### src/rtl/mcsl_pkg.sv
// shared constants, types and register map of the mc slope limiter stencil
package mcsl_pkg;

    // grid and field widths
    localparam int MAX_GRID_DEF = 1024;
    localparam int GS_W         = 11;
    localparam int GRID_MIN     = 3;
    localparam int CELL_W       = 10;
    localparam int SAMPLE_W     = 32;
    localparam int DIFF_W       = SAMPLE_W + 1;
    localparam int M_TDATA_W    = 88;
    localparam int M_PAD_W      = M_TDATA_W - 2 * CELL_W - 2 * SAMPLE_W;

    // configuration port
    localparam int APB_ADDR_W = 3;
    localparam int APB_DATA_W = 32;
    localparam logic [GS_W-1:0] GRID_SIZE_RESET = GS_W'(1024);

    // register index, taken from paddr[2]
    localparam logic REG_GRID_SIZE = 1'b0;

    // per-cell bookkeeping that follows a sample down the pipeline
    typedef struct packed {
        logic [CELL_W-1:0] row;     // row of the input sample
        logic [CELL_W-1:0] col;     // column of the input sample
        logic              emit;    // sample completes a cell
        logic              two;     // last row: border cell follows
        logic              border;  // completed cell lies on the border
    } cell_tag_t;

endpackage

### src/rtl/mcsl_out.sv
// output register that sends one or two results per completed cell
module mcsl_out (
    input  logic                              aclk,
    input  logic                              aresetn,
    input  logic                              in_valid,
    input  mcsl_pkg::cell_tag_t               in_tag,
    input  logic [mcsl_pkg::SAMPLE_W-1:0]     in_slope_row,
    input  logic [mcsl_pkg::SAMPLE_W-1:0]     in_slope_col,
    output logic                              load,
    output logic                              m_tvalid,
    input  logic                              m_tready,
    output logic [mcsl_pkg::M_TDATA_W-1:0]    m_tdata,
    output logic                              m_tlast
);

    localparam int CELL_W = mcsl_pkg::CELL_W;
    localparam int SW     = mcsl_pkg::SAMPLE_W;

    logic              valid_reg;
    logic              phase_reg;
    logic              two_reg;
    logic [CELL_W-1:0] row_reg;
    logic [CELL_W-1:0] col_reg;
    logic [SW-1:0]     sr_reg;
    logic [SW-1:0]     sc_reg;
    logic              last_beat;
    logic [CELL_W-1:0] row_out;
    logic [SW-1:0]     sr_out;
    logic [SW-1:0]     sc_out;

    assign last_beat = !two_reg || phase_reg;
    assign load      = !valid_reg || (m_tready && last_beat);

    // control
    always_ff @(posedge aclk) begin
        if (!aresetn) begin
            valid_reg <= 1'b0;
            phase_reg <= 1'b0;
        end else if (load) begin
            valid_reg <= in_valid;
            phase_reg <= 1'b0;
        end else if (m_tready) begin
            phase_reg <= 1'b1;
        end
    end

    // payload, border cells get zero slopes
    always_ff @(posedge aclk) begin
        if (load) begin
            two_reg <= in_tag.two;
            row_reg <= in_tag.row;
            col_reg <= in_tag.col;
            sr_reg  <= in_tag.border ? '0 : in_slope_row;
            sc_reg  <= in_tag.border ? '0 : in_slope_col;
        end
    end

    // first request is the cell above, second the last-row border cell
    assign row_out = phase_reg ? row_reg : row_reg - CELL_W'(1);
    assign sr_out  = phase_reg ? '0 : sr_reg;
    assign sc_out  = phase_reg ? '0 : sc_reg;

    assign m_tvalid = valid_reg;
    assign m_tlast  = last_beat;
    assign m_tdata  = {{mcsl_pkg::M_PAD_W{1'b0}}, sc_out, sr_out, col_reg, row_out};

endmodule

### config.mk
export PLATFORM = sky130hd
export DESIGN_NAME = mcsl_out
export DESIGN_NICKNAME = d
export VERILOG_FILES = /design/src/rtl/mcsl_pkg.sv /design/src/rtl/mcsl_out.sv
export SDC_FILE = /design/constraint.sdc
export NUM_CORES = 1
export LEC_CHECK = 0
export ABC_AREA = 1
export BUFFER_PORTS_ARGS = -buffer_cell sky130_fd_sc_hd__buf_4
export CAP_MARGIN = 15
export CORE_MARGIN = 4
export CORE_UTILIZATION = 44
export CTS_BUF_LIST = sky130_fd_sc_hd__clkbuf_8
export DETAILED_ROUTE_END_ITERATION = 12
export GPL_ROUTABILITY_DRIVEN = 0
export PLACE_DENSITY = 0.83
export SYNTH_ARGS = -nofsm -noshare
export SYNTH_HDL_FRONTEND = slang
export SYNTH_SLANG_ARGS = --single-unit
### constraint.sdc
create_clock -name aclk -period 2.9 [get_ports aclk]
set_clock_uncertainty 0.1 [all_clocks]
set_input_delay 0.58 -clock aclk [delete_from_list [all_inputs] [get_ports aclk]]
set_output_delay 0.58 -clock aclk [all_outputs]
set_load 0.05 [all_outputs]
==> Word level (Yosys, flattened, before mapping) <==
Cells that the tools add are included.
{ "totals": {"register_bits": 87, "inputBits": 91, "out_inout_bits": 91, "wordCells": 18} }
{ "classes": {"add_sub_neg": 1, "muxes": 3, "n_bitwise": 1, "n_reduce_logical": 6} }
{ "ops": {"columns": ["op", "count"], "rows": [
  ["2-to-1 mux 32 bit", 2],
  ["2-to-1 mux 10 bit", 1],
  ["subtractor 10 x 1 -> 10 bit (second input constant)", 1],
  ["logical NOT 1 bit", 2],
  ["logical OR 1 bit", 2],
  ["OR reduction 2 bit", 1],
  ["logical AND 1 bit", 1],
  ["inverter 1 bit", 1]
]} }

==> Depth between registers and ports, before layout <==
{ "logic_depth": {"ltp_word": 5, "depth_mapped": 7, "ltp_nobuf": 7} }

==> Worst setup path before layout <==
OpenSTA, ideal clock, no wires.
{ "synth_path": {"path_kind": "reg-to-output", "startpoint": "reg phase_reg", "endpoint": "out load", "arrival_time_ns": 3.100, "t_required_ns": 2.220, "slack_ns": -0.880, "stages_incl_launch_ff": 6, "n_path_buf": 1, "path_cell_list": "dfxtp_1 -> buf_6 -> inv_1 -> nand2_1 -> nand2_1 -> nand2_1"} }
{ "synth_between": {"elab_chain_cells": 3} }
{ "synth_rtl": {"columns": ["item", "line", "rtl"], "rows": [
  ["start: declaration", "mcsl_out.sv:20", "logic phase_reg;"],
  ["start signal: assignment", "mcsl_out.sv:38", "phase_reg <= 1'b0;"],
  ["start signal: assignment", "mcsl_out.sv:41", "phase_reg <= 1'b0;"],
  ["start signal: assignment", "mcsl_out.sv:43", "phase_reg <= 1'b1;"],
  ["logical OR 1 bit", "mcsl_out.sv:31", "assign last_beat = !two_reg || phase_reg;"],
  ["net m_tlast", "mcsl_out.sv:13", "output logic m_tlast"],
  ["logical AND 1 bit", "mcsl_out.sv:32", "assign load = !valid_reg || (m_tready && last_beat);"],
  ["logical OR 1 bit", "mcsl_out.sv:32", null],
  ["end: declaration", "mcsl_out.sv:9", "output logic load,"]
]} }
The timed path passes the listed nets, and every way through them passes these cells.

==> Worst setup path after layout <==
{ "layout_path": {"startpoint": "reg row_reg[0]", "endpoint": "out m_tdata[8] in the netlist's numbering"} }
{ "layout_between": {"elab_chain_cells": 2} }
{ "layout_rtl": {"columns": ["item", "line", "rtl"], "rows": [
  ["start: declaration", "mcsl_out.sv:22", "logic [CELL_W-1:0] row_reg;"],
  ["start signal: assignment", "mcsl_out.sv:51", "row_reg <= in_tag.row;"],
  ["subtractor 10 x 1 -> 10 bit", "mcsl_out.sv:59", "assign row_out = phase_reg ? row_reg : row_reg - CELL_W'(1);"],
  ["2-to-1 mux 10 bit", "mcsl_out.sv:59", null],
  ["end: declaration", "mcsl_out.sv:12", "output logic [mcsl_pkg::M_TDATA_W-1:0] m_tdata,"]
]} }
No other way between the ends.

==> results.toml <==
[cells_and_area]
design_area_mm2 = 0.00557
drive_above_1_share = 0.334
filler_cell_count = 736
area_delta_synth_final_pct = 39.9
antenna_cells = 0
nets = 689

[worst_setup_path]
critical_path_required_ps = 2220
timing_worst_setup_path_type = "reg2out"
regToRegSetupSlack_ps = 860
cp-start-kind = "flip-flop"
critical_path.cell_chain = "inv_1, ha_1, nand3_1, nor2_1, nand2_1, nand2_1, nand2_1, buf_4"
crit_top_cell = "nand2_1"
slowest_delay_ps = 440
crit_buf_inv = 2
critical_path.top_delay_family = "flip-flops"
reg2reg_from = "phase_reg"
crit_path_start = "row_reg[0]"
crit_slowest_cell = "edfxtp_1"
worst_setup_path_end_kind = "output pin"
arrival_ps = 1740
crit_fanout = 3

[power_and_ir_drop]
ir_worst_vdd_mv = 0.298
switching_share = 0.344
comb_power_share = 0.297
pwr-share-clk = 0.240
pwr-share-seq = 0.463
internal_power_mw = 2.22
power_density_mw_per_mm2 = 607
p_leak_nw = 2.96
power_switching_mw = 1.16

[drt]
antenna_left = 0
via_per_inst = 4.35
drt-pass1-iter-count = 4
post-route-drc-count = 0
wirelength_mm = 9.05
num_vias = 3090
wl_per_cell_um = 12.8
initialDrtViolationCount = 78

[global_route]
grtUsageTotal = 0.164
antenna_found_initial = 0
grt.overflow.total = 0
grt_first_pass_wirelength_mm = 13.4
grt_max_degree = 86
grt_pass1_vias = 2821

[hold_path]
min-delay-start = "in_tag[16]"
min_path_type = "in2reg"

[yosys]
syn_inst = 424
ys_types = 21
ys_seq_area_frac = 0.651
syn_area_per_cell_um2 = 9.39
synth-seq-cells = 87
synthesis.area_mm2 = 0.00398
yosys_warnings = 0

[sta]
maxSlewViolCount = 0
worstMarginPinSlew_ps = 643
setup_viol = 0
hold_viol = 0
min_period_ps = 2420
slew_headroom = 0.571
max_freq_mhz = 414
fin_ws_ps = 484
rsz0062_at_grt = "no"
min_period_over_period = 0.833
final.setup.tns_ps = 0

[clock_tree]
cts_buffer_depth = 2
clk_pin_slew_ps = 90
cts_resized = 0
cts_root_buf = "clkbuf_8"
cts_max_level = 3
clk-insertion-delay-late_ps = 340
post_cts_buffers = 0
hold_buffers = 0
cts_tree = "done"
cts_buffers = 9
cts_sinks = 87

[floorplan]
die_height_um = 103
rows = 34
die_x_um = 103
dieArea_mm2 = 0.0106
ios = 182
start_util = 0.454
core_mm2 = 0.00876

[status]
outcome = "completed"

[placed_design]
dp_slack_ps = 865
dpl_cell_area_mm2 = 0.00538
numPortBuffers = 176
dp_hpwl_mm = 6.60

[run]
drv_cap = 0
layout make-up:
type	instances	area [um^2]	area share
clock inverters	7	66.3	0.0119
inverters	138	518	0.0930
flip-flops and latches	87	2590	0.466
clock buffers	9	124	0.0222
multi-input cells	183	771	0.138
repair buffers	178	1360	0.244
well taps	108	135	0.0243
power groups by stage:
stage / Combinational [mW] / Clock [mW] / Sequential, mW
CTS: 1.01 / 0.837 / 1.57
detailed placement: 1.01 / 0 / 1.59
global placement: 0.998 / 0 / 1.59
finish: 1.00 / 0.811 / 1.56
floorplan: 0.624 / 0 / 1.63
global route: 1.06 / 0.887 / 1.58
worst register-to-register path, delay by kind of cell (launching register included):
| kind | cells | cell delay [ps] |
|---|---|---|
| buf+inv | 2 | 490 |
| flops | 1 | 720 |
| simple gates | 3 | 310 |
metrics by stage:
step           total power [mW]   util  cells  hold slack [ps]
2_1_floorplan              2.25      -    427              579
3_3_place_gp               2.59  0.614    694              424
3_5_place_dp               2.61  0.614    694              435
4_1_cts                    3.42  0.635    710              281
5_1_grt                    3.53  0.635    710              274
6_report                   3.38  0.635    710              303
logic make-up after synthesis:
kind of cell	count (synthesis)	synth area share
simple gates	170	0.172
buf+inv	157	0.160
flops	87	0.651
compound gates	5	0.00629
xor+xnor	3	0.00660
fa+ha+maj	1	0.00314
other cells	1	0.000942
layout by cell type, fill, tap and decap left out:
| master | count |
|---|---|
| buf_12 | 2 |
| buf_4 | 176 |
| bufinv_16 | 1 |
| clkbuf_8 | 9 |
| clkinv_1 | 1 |
| clkinv_4 | 2 |
| clkinvlp_4 | 1 |
| conb_1 | 4 |
| dfxtp_1 | 1 |
| dfxtp_2 | 1 |
| edfxtp_1 | 85 |
| ha_1 | 1 |
| inv_1 | 139 |
| inv_2 | 1 |
| nand2_1 | 21 |
| nand2_2 | 1 |
| nand2_4 | 1 |
| nand3_1 | 5 |
| nand3_2 | 1 |
| nand3b_1 | 1 |
| nor2_1 | 135 |
| nor2_2 | 2 |
| nor2_4 | 3 |
| o21ai_0 | 4 |
| o21ai_1 | 1 |
| xnor2_1 | 1 |
| xor2_1 | 2 |
worst paths after layout:
kind                              endpoint  depth (start not counted)
worst max-delay path            m_tdata[8]                          8
worst min-delay path            row_reg[3]                          1
worst max register to register  sc_reg[18]                          5
worst min register to register   phase_reg                          2
layer usage:
layer / routed length [um] / up-vias / track usage / share of wire
li1: - / 1561 / - / -
met5: 0 / - / 0 / 0
met1: 3550 / 1366 / 0.201 / 0.39
met2: 4480 / 148 / 0.276 / 0.50
met3: 850 / 15 / 0.0419 / 0.094
met4: 163 / 0 / 0.0657 / 0.018
cells in the mapped netlist (all sizes together):
cell type | n | share of area
nor2 | 140 | 0.14
inv | 138 | 0.13
edfxtp | 85 | 0.64
nand2 | 23 | 0.022
buf | 19 | 0.030
nand3 | 6 | 0.0088
o21ai | 5 | 0.0063
dfxtp | 2 | 0.010
xor2 | 2 | 0.0044
conb | 1 | 0.00094
ha | 1 | 0.0031
nand3b | 1 | 0.0019
xnor2 | 1 | 0.0022
Note: power is estimated with default switching activity, not from simulation.
