## src/rtl/mcsl_pkg.sv

```systemverilog
// shared constants, types and register map of the mc slope limiter stencil
package mcsl_pkg;

    // grid and field widths
    localparam int MAX_GRID_DEF = 1024;
    localparam int GS_W         = 11;
    localparam int GRID_MIN     = 3;
    localparam int CELL_W       = 10;
    localparam int SAMPLE_W     = 32;
    localparam int DIFF_W       = SAMPLE_W + 1;
    localparam int M_TDATA_W    = 88;
    localparam int M_PAD_W      = M_TDATA_W - 2 * CELL_W - 2 * SAMPLE_W;

    // configuration port
    localparam int APB_ADDR_W = 3;
    localparam int APB_DATA_W = 32;
    localparam logic [GS_W-1:0] GRID_SIZE_RESET = GS_W'(1024);

    // register index, taken from paddr[2]
    localparam logic REG_GRID_SIZE = 1'b0;

    // per-cell bookkeeping that follows a sample down the pipeline
    typedef struct packed {
        logic [CELL_W-1:0] row;     // row of the input sample
        logic [CELL_W-1:0] col;     // column of the input sample
        logic              emit;    // sample completes a cell
        logic              two;     // last row: border cell follows
        logic              border;  // completed cell lies on the border
    } cell_tag_t;

endpackage

```

## src/rtl/mcsl_limiter.sv

```systemverilog
// five-stage mc limiter for one direction: differences, magnitudes, min, saturation
module mcsl_limiter (
    input  logic                          aclk,
    input  logic [4:0]                    adv,
    input  logic [mcsl_pkg::SAMPLE_W-1:0] prv,
    input  logic [mcsl_pkg::SAMPLE_W-1:0] cur,
    input  logic [mcsl_pkg::SAMPLE_W-1:0] nxt,
    output logic [mcsl_pkg::SAMPLE_W-1:0] slope
);

    localparam int DW = mcsl_pkg::DIFF_W;
    localparam int SW = mcsl_pkg::SAMPLE_W;

    logic signed [DW-1:0] fwd_reg, bwd_reg;
    logic [DW-1:0]        a_reg, b_reg;
    logic                 neg_b_reg, zero_b_reg;
    logic [DW-1:0]        half_reg, mn_reg;
    logic                 neg_c_reg, zero_c_reg;
    logic [DW-1:0]        m_reg;
    logic                 neg_d_reg, zero_d_reg;
    logic [SW-1:0]        slope_reg;

    logic signed [DW-1:0] fwd_next, bwd_next;
    logic [DW:0]          sum;
    logic [DW:0]          twice_mn;
    logic [DW-1:0]        m_next;
    logic [SW-1:0]        slope_next;

    // exact forward and backward differences
    assign fwd_next = $signed({nxt[SW-1], nxt}) - $signed({cur[SW-1], cur});
    assign bwd_next = $signed({cur[SW-1], cur}) - $signed({prv[SW-1], prv});

    always_ff @(posedge aclk) begin
        if (adv[0]) begin
            fwd_reg <= fwd_next;
            bwd_reg <= bwd_next;
        end
    end

    // magnitudes and sign agreement
    always_ff @(posedge aclk) begin
        if (adv[1]) begin
            a_reg      <= fwd_reg[DW-1] ? DW'(-fwd_reg) : DW'(fwd_reg);
            b_reg      <= bwd_reg[DW-1] ? DW'(-bwd_reg) : DW'(bwd_reg);
            neg_b_reg  <= fwd_reg[DW-1];
            zero_b_reg <= (fwd_reg == '0)
                       || (fwd_reg[DW-1] && !bwd_reg[DW-1] && bwd_reg != '0)
                       || (!fwd_reg[DW-1] && bwd_reg[DW-1]);
        end
    end

    // central average and smaller magnitude
    assign sum = {1'b0, a_reg} + {1'b0, b_reg};

    always_ff @(posedge aclk) begin
        if (adv[2]) begin
            half_reg   <= sum[DW:1];
            mn_reg     <= (a_reg < b_reg) ? a_reg : b_reg;
            neg_c_reg  <= neg_b_reg;
            zero_c_reg <= zero_b_reg;
        end
    end

    // min of twice the smaller magnitude and the average
    assign twice_mn = {mn_reg, 1'b0};
    assign m_next   = (twice_mn < {1'b0, half_reg}) ? twice_mn[DW-1:0] : half_reg;

    always_ff @(posedge aclk) begin
        if (adv[3]) begin
            m_reg      <= m_next;
            neg_d_reg  <= neg_c_reg;
            zero_d_reg <= zero_c_reg;
        end
    end

    // sign and saturation to 32 bits
    always_comb begin
        if (zero_d_reg) begin
            slope_next = '0;
        end else if (!neg_d_reg) begin
            slope_next = (m_reg > DW'({1'b0, {(SW-1){1'b1}}})) ? {1'b0, {(SW-1){1'b1}}}
                                                              : m_reg[SW-1:0];
        end else begin
            slope_next = (m_reg > DW'({1'b1, {(SW-1){1'b0}}})) ? {1'b1, {(SW-1){1'b0}}}
                                                              : SW'(-m_reg);
        end
    end

    always_ff @(posedge aclk) begin
        if (adv[4]) begin
            slope_reg <= slope_next;
        end
    end

    assign slope = slope_reg;

endmodule

```

## config.mk

```make
export PLATFORM = sky130hd
export DESIGN_NAME = mcsl_limiter
export DESIGN_NICKNAME = d
export VERILOG_FILES = /design/src/rtl/mcsl_pkg.sv /design/src/rtl/mcsl_limiter.sv
export SDC_FILE = /design/constraint.sdc
export NUM_CORES = 1
export LEC_CHECK = 0
export BUFFER_PORTS_ARGS = -buffer_cell sky130_fd_sc_hd__buf_2
export CAP_MARGIN = 20
export CORE_UTILIZATION = 65
export CTS_BUF_LIST = sky130_fd_sc_hd__clkbuf_8
export CTS_CLUSTER_SIZE = 12
export DETAILED_ROUTE_END_ITERATION = 16
export PLACE_DENSITY = 0.9
export SLEW_MARGIN = 20
export SYNTH_ARGS = -nofsm -noshare
export SYNTH_HDL_FRONTEND = slang
export SYNTH_SLANG_ARGS = --single-unit
```

## constraint.sdc

```tcl
create_clock -name aclk -period 6.1 [get_ports aclk]
set_input_delay 0.305 -clock aclk [delete_from_list [all_inputs] [get_ports aclk]]
set_output_delay 0.305 -clock aclk [all_outputs]
set_load 0.01 [all_outputs]
```

Yosys cells after proc, flatten, opt, wreduce, memory -nomap -nowiden --
Cells that the tools add are included.
Word-level totals: bits in registers 269, output and inout port bits 32, logic and storage cells 43
Cells by class: add/sub/neg operators 6, reduce and logical (&&, ||, !) cells 9, $lt $le $gt $ge 4, muxes and demuxes 7
Operators with widths (count):
- $mux W32 | 5
- $mux W33 | 2
- $neg A33 Y33 | 2
- $sub A32 B32 Y33 | 2
- $add A33 B33 Y34 | 1
- $lt A34 B33 Y1 | 1
- $gt A33 B31 Y1 const B | 1
- $gt A33 B32 Y1 const B | 1
- $logic_not A33 Y1 | 1
- $lt A33 B33 Y1 | 1
- $reduce_bool A33 Y1 | 1
- $neg A32 Y32 | 1
- $logic_and A1 B1 Y1 | 3
- $logic_not A1 Y1 | 2
- $logic_or A1 B1 Y1 | 2

Longest topological paths before layout --
depth after elaboration 5, gate-level depth with buffers 11

Least setup slack after synthesis --
No wires, ideal clock.
path kind register to register, start point register a_reg[2], end point register mn_reg[23] (data pin), stages on the path, launching flop included 10, data required time 5.840 ns, setup slack 3.212 ns, arrival time 2.629 ns, clock period less this slack 2.888 ns, path through edfxtp_1 -> ha_1 -> a21o_1 -> a21o_1 -> a211oi_1 -> or4_1 -> a31oi_1 -> a2111oi_2 -> buf_2 -> mux2_2
On the way: word-level cells in the longest chain between the ends 2
Ends and longest elaborated chain:
- start, declared | RTL line mcsl_limiter.sv:15 | logic [DW-1:0] a_reg, b_reg;
- start signal, assigned | RTL line mcsl_limiter.sv:43 | a_reg <= fwd_reg[DW-1] ? DW'(-fwd_reg) : DW'(fwd_reg);
- $lt A33 B33 Y1 | RTL line mcsl_limiter.sv:58 | mn_reg <= (a_reg < b_reg) ? a_reg : b_reg;
- $mux W33 | RTL line mcsl_limiter.sv:58
- end signal, assigned | RTL line mcsl_limiter.sv:58
- end, declared | RTL line mcsl_limiter.sv:17 | logic [DW-1:0] half_reg, mn_reg;
No other way between the ends. A chain may end at the register's enable or synchronous reset.

Worst setup path in the final report --
start point register a_reg[2], end point register mn_reg[0] (data pin)
Same word-level chain as after synthesis.

==> results.md <==
- Initial antenna violation count: 0
- Pwr per Cell Area: ~320 nW/um^2
- Clk_lat worst skew: about 580 ps
- GRT Residual Overflow: 0
- Max VDD drop: roughly 160 uV
- Final antenna-violating net count: 0
- Crit path DAT: ~4300 ps
- CP required: about 6400 ps
- Max_cap viols: 0
- Core footprint: 28100 sq um
- First-pass GRT wire length: between 60000 and 70000 um
- GPL Wtd Cong: ~0.96
- Die Y: around 170 um
- CTS buffer count: 43
- Worst setup EP type: flop
- Sequential share of the synthesized area: between 40 and 50%
- Detail-routed net length per standard cell: 17.6 um
- PostCTS Resize Cnt: 0
- Mapped Cells: ~1900
- Nets@finish: 2264
- DP Wirelength: ~32000 um
- Post-Syn Nets: around 2100
- Hold buffer count at cts: 0
- Crit-path max FO: 19
- Unrepaired setup endpoints after global routing: no
- Io pins: between 100 and 150
- Library cells used by synthesis: just under 80
- Post-route clock period utilization: between 60% and 70%
- Root buf cell: clkbuf_8
- Post-Layout Inst Area: between 20000 and 25000 sq um
- Placement Rows: 61
- Final Critical Period: approximately 4000 ps
- Leakage power: 8.41 nW
- Share of layout cells above drive strength 1: about an eighth
- Drt first-iter violations: roughly 1300
- Most used cell, CP: a21o_1
- Yosys reg bits: around 270
- Max-slew headroom: 27.2%
- Worst Max-Slew Pin Slew: about 1100 ps
- Hold Path Class: input port to flop
- Vias in the first global route: 14100
- Commonest non-fill, non-tap cell in the layout: edfxtp_1
- Final hold vios: 0
- Largest net degree at the start of global routing: 69
- WS Path Type: flop to flop
- Worst-path clk slew: roughly 60 ps
- Total negative slack: 0 ps
- DR pass1 iterations: 6
- Final Max Tran Viols: 0
- Die width: roughly 170 um
- Clock buffer depth: 3
- Asr flop ratio synth: 0%
- Vias per cell: 6.19
- Fmax: 250 MHz
- Initial Util: around 67%
- DIE AREA: between 20000 and 30000 sq um
- Setup Buffers After CTS: 0
- Diode count: 0
- Mean Syn Cell Area: between 9 and 10 sq um
- Largest area contributor in the netlist: edfxtp_1
- Slowest CP cell: a2111oi_4
- Status: finished, final reports clean
- Final core utilization: between 70 and 80%
- Type of origin of the critical path: flop
- Final setup fails: 0
- P&R area growth vs syn: 9.09%
- Fin Hold WS: ~140 ps
- Port Buffers: 133
- Top cell type's share of synthesized area: a little over two fifths
- GRT Util Overall: ~29%
- Worst Skew: ~38 ps
- CP cell instances: ha_1 -> a21o_1 -> a21o_1 -> a211oi_1 -> or4_1 -> a31oi_1 -> a2111oi_4 -> buf_4 -> mux2_2
- Vias: 14900
- Clock sink count: 269
- Synth Flop Type: edfxtp_1
- Routed WL: ~42000 um
- Post-synth EDFFs: between 200 and 300
- DRC: 0
- Most area-consuming cells after synthesis: edfxtp_1, ha_1, xnor2_1, inv_1, a21oi_1
- Syn. warnings: 0
- H-tree depth: 2
- Crit-path max cell delay: about 960 ps
- Cell Area, Synth: 18800 sq um
- Placed cell area: slightly below 20000 sq um
- Most frequent cells in the layout: edfxtp_1, inv_1, ha_1, nand2_1, buf_2
- CTS tree: built
metal layers:
metal  GRT usage, %  share of wire, %  wire length (um)
met5              0                 0                 0
met4           15.4               4.8              2040
met3           3.27               6.1              2580
met2           50.8                49             20600
met1           34.0                40             17000
per-stage QoR:
stage,cells,worst slack (ps),total power (W)
floorplan,1877,3210,0.00453
global placement,2326,2370,0.00508
detailed placement,2326,2270,0.00517
CTS,2403,2190,0.00655
global route,2403,2000,0.00695
finish,2403,2090,0.00657
final timing paths:
path	startpoint	end	slack, ps	depth (start not counted)
hold / removal	prv[0]	bwd_reg[0]$_DFFE_PP_	140	3
setup / recovery	a_reg[2]$_DFFE_PP_	mn_reg[0]$_DFFE_PP_	2090	9
hold reg to reg	zero_c_reg$_DFFE_PP_	zero_d_reg$_DFFE_PP_	420	0
setup reg to reg	a_reg[2]$_DFFE_PP_	mn_reg[0]$_DFFE_PP_	2090	9
layout make-up:
type,instances,area (sq um)
Clock buffer,43,592
Timing Repair Buffer,140,718
Sequential cell,269,8080
Inverter,185,694
Tap cell,378,473
Fill cell,1994,7630
Multi-Input combinational cell,1354,9740
Clock inverter,34,164
report_power, final:
group | internal (W) | switching [W] | leakage, nW
Clock | 0.000667 | 0.000699 | 0.430
Combinational | 0.000955 | 0.00131 | 5.33
Sequential | 0.00261 | 0.000327 | 2.65
Total | 0.00423 | 0.00234 | 8.41
synth_stat cells (22+ instances only):
master	instances
edfxtp_1	269
inv_1	185
ha_1	166
nand2_1	137
a21oi_1	126
o21ai_0	122
xnor2_1	114
nor2_1	108
clkbuf_1	62
a21o_1	43
nor3_1	36
nand2b_1	34
o31ai_1	33
mux2_2	32
xor2_1	32
nand4_1	30
nand3_1	29
o211ai_1	22
logic make-up after synthesis:
family                     Yosys count  synth area share [%]
AOI/OAI and AO/OA                  501                  17.7
and+or+nand+nor                    501                  13.7
DFF                                269                  43.1
buffers and inverters              254                  5.12
adders and majority gates          169                  11.4
xor gates and xnor gates           146                  6.82
muxes                               37                  2.19
worst max-delay path: cells and delay by family (launching register included):
| family | cells | cell delay, ps |
|---|---|---|
| fa+ha+maj | 1 | 410 |
| simple gates | 1 | 200 |
| mux | 1 | 380 |
| flops | 1 | 440 |
| compound gates | 5 | 1840 |
| buf+inv | 1 | 440 |
No activity file was read; power rests on OpenSTA's default activity.
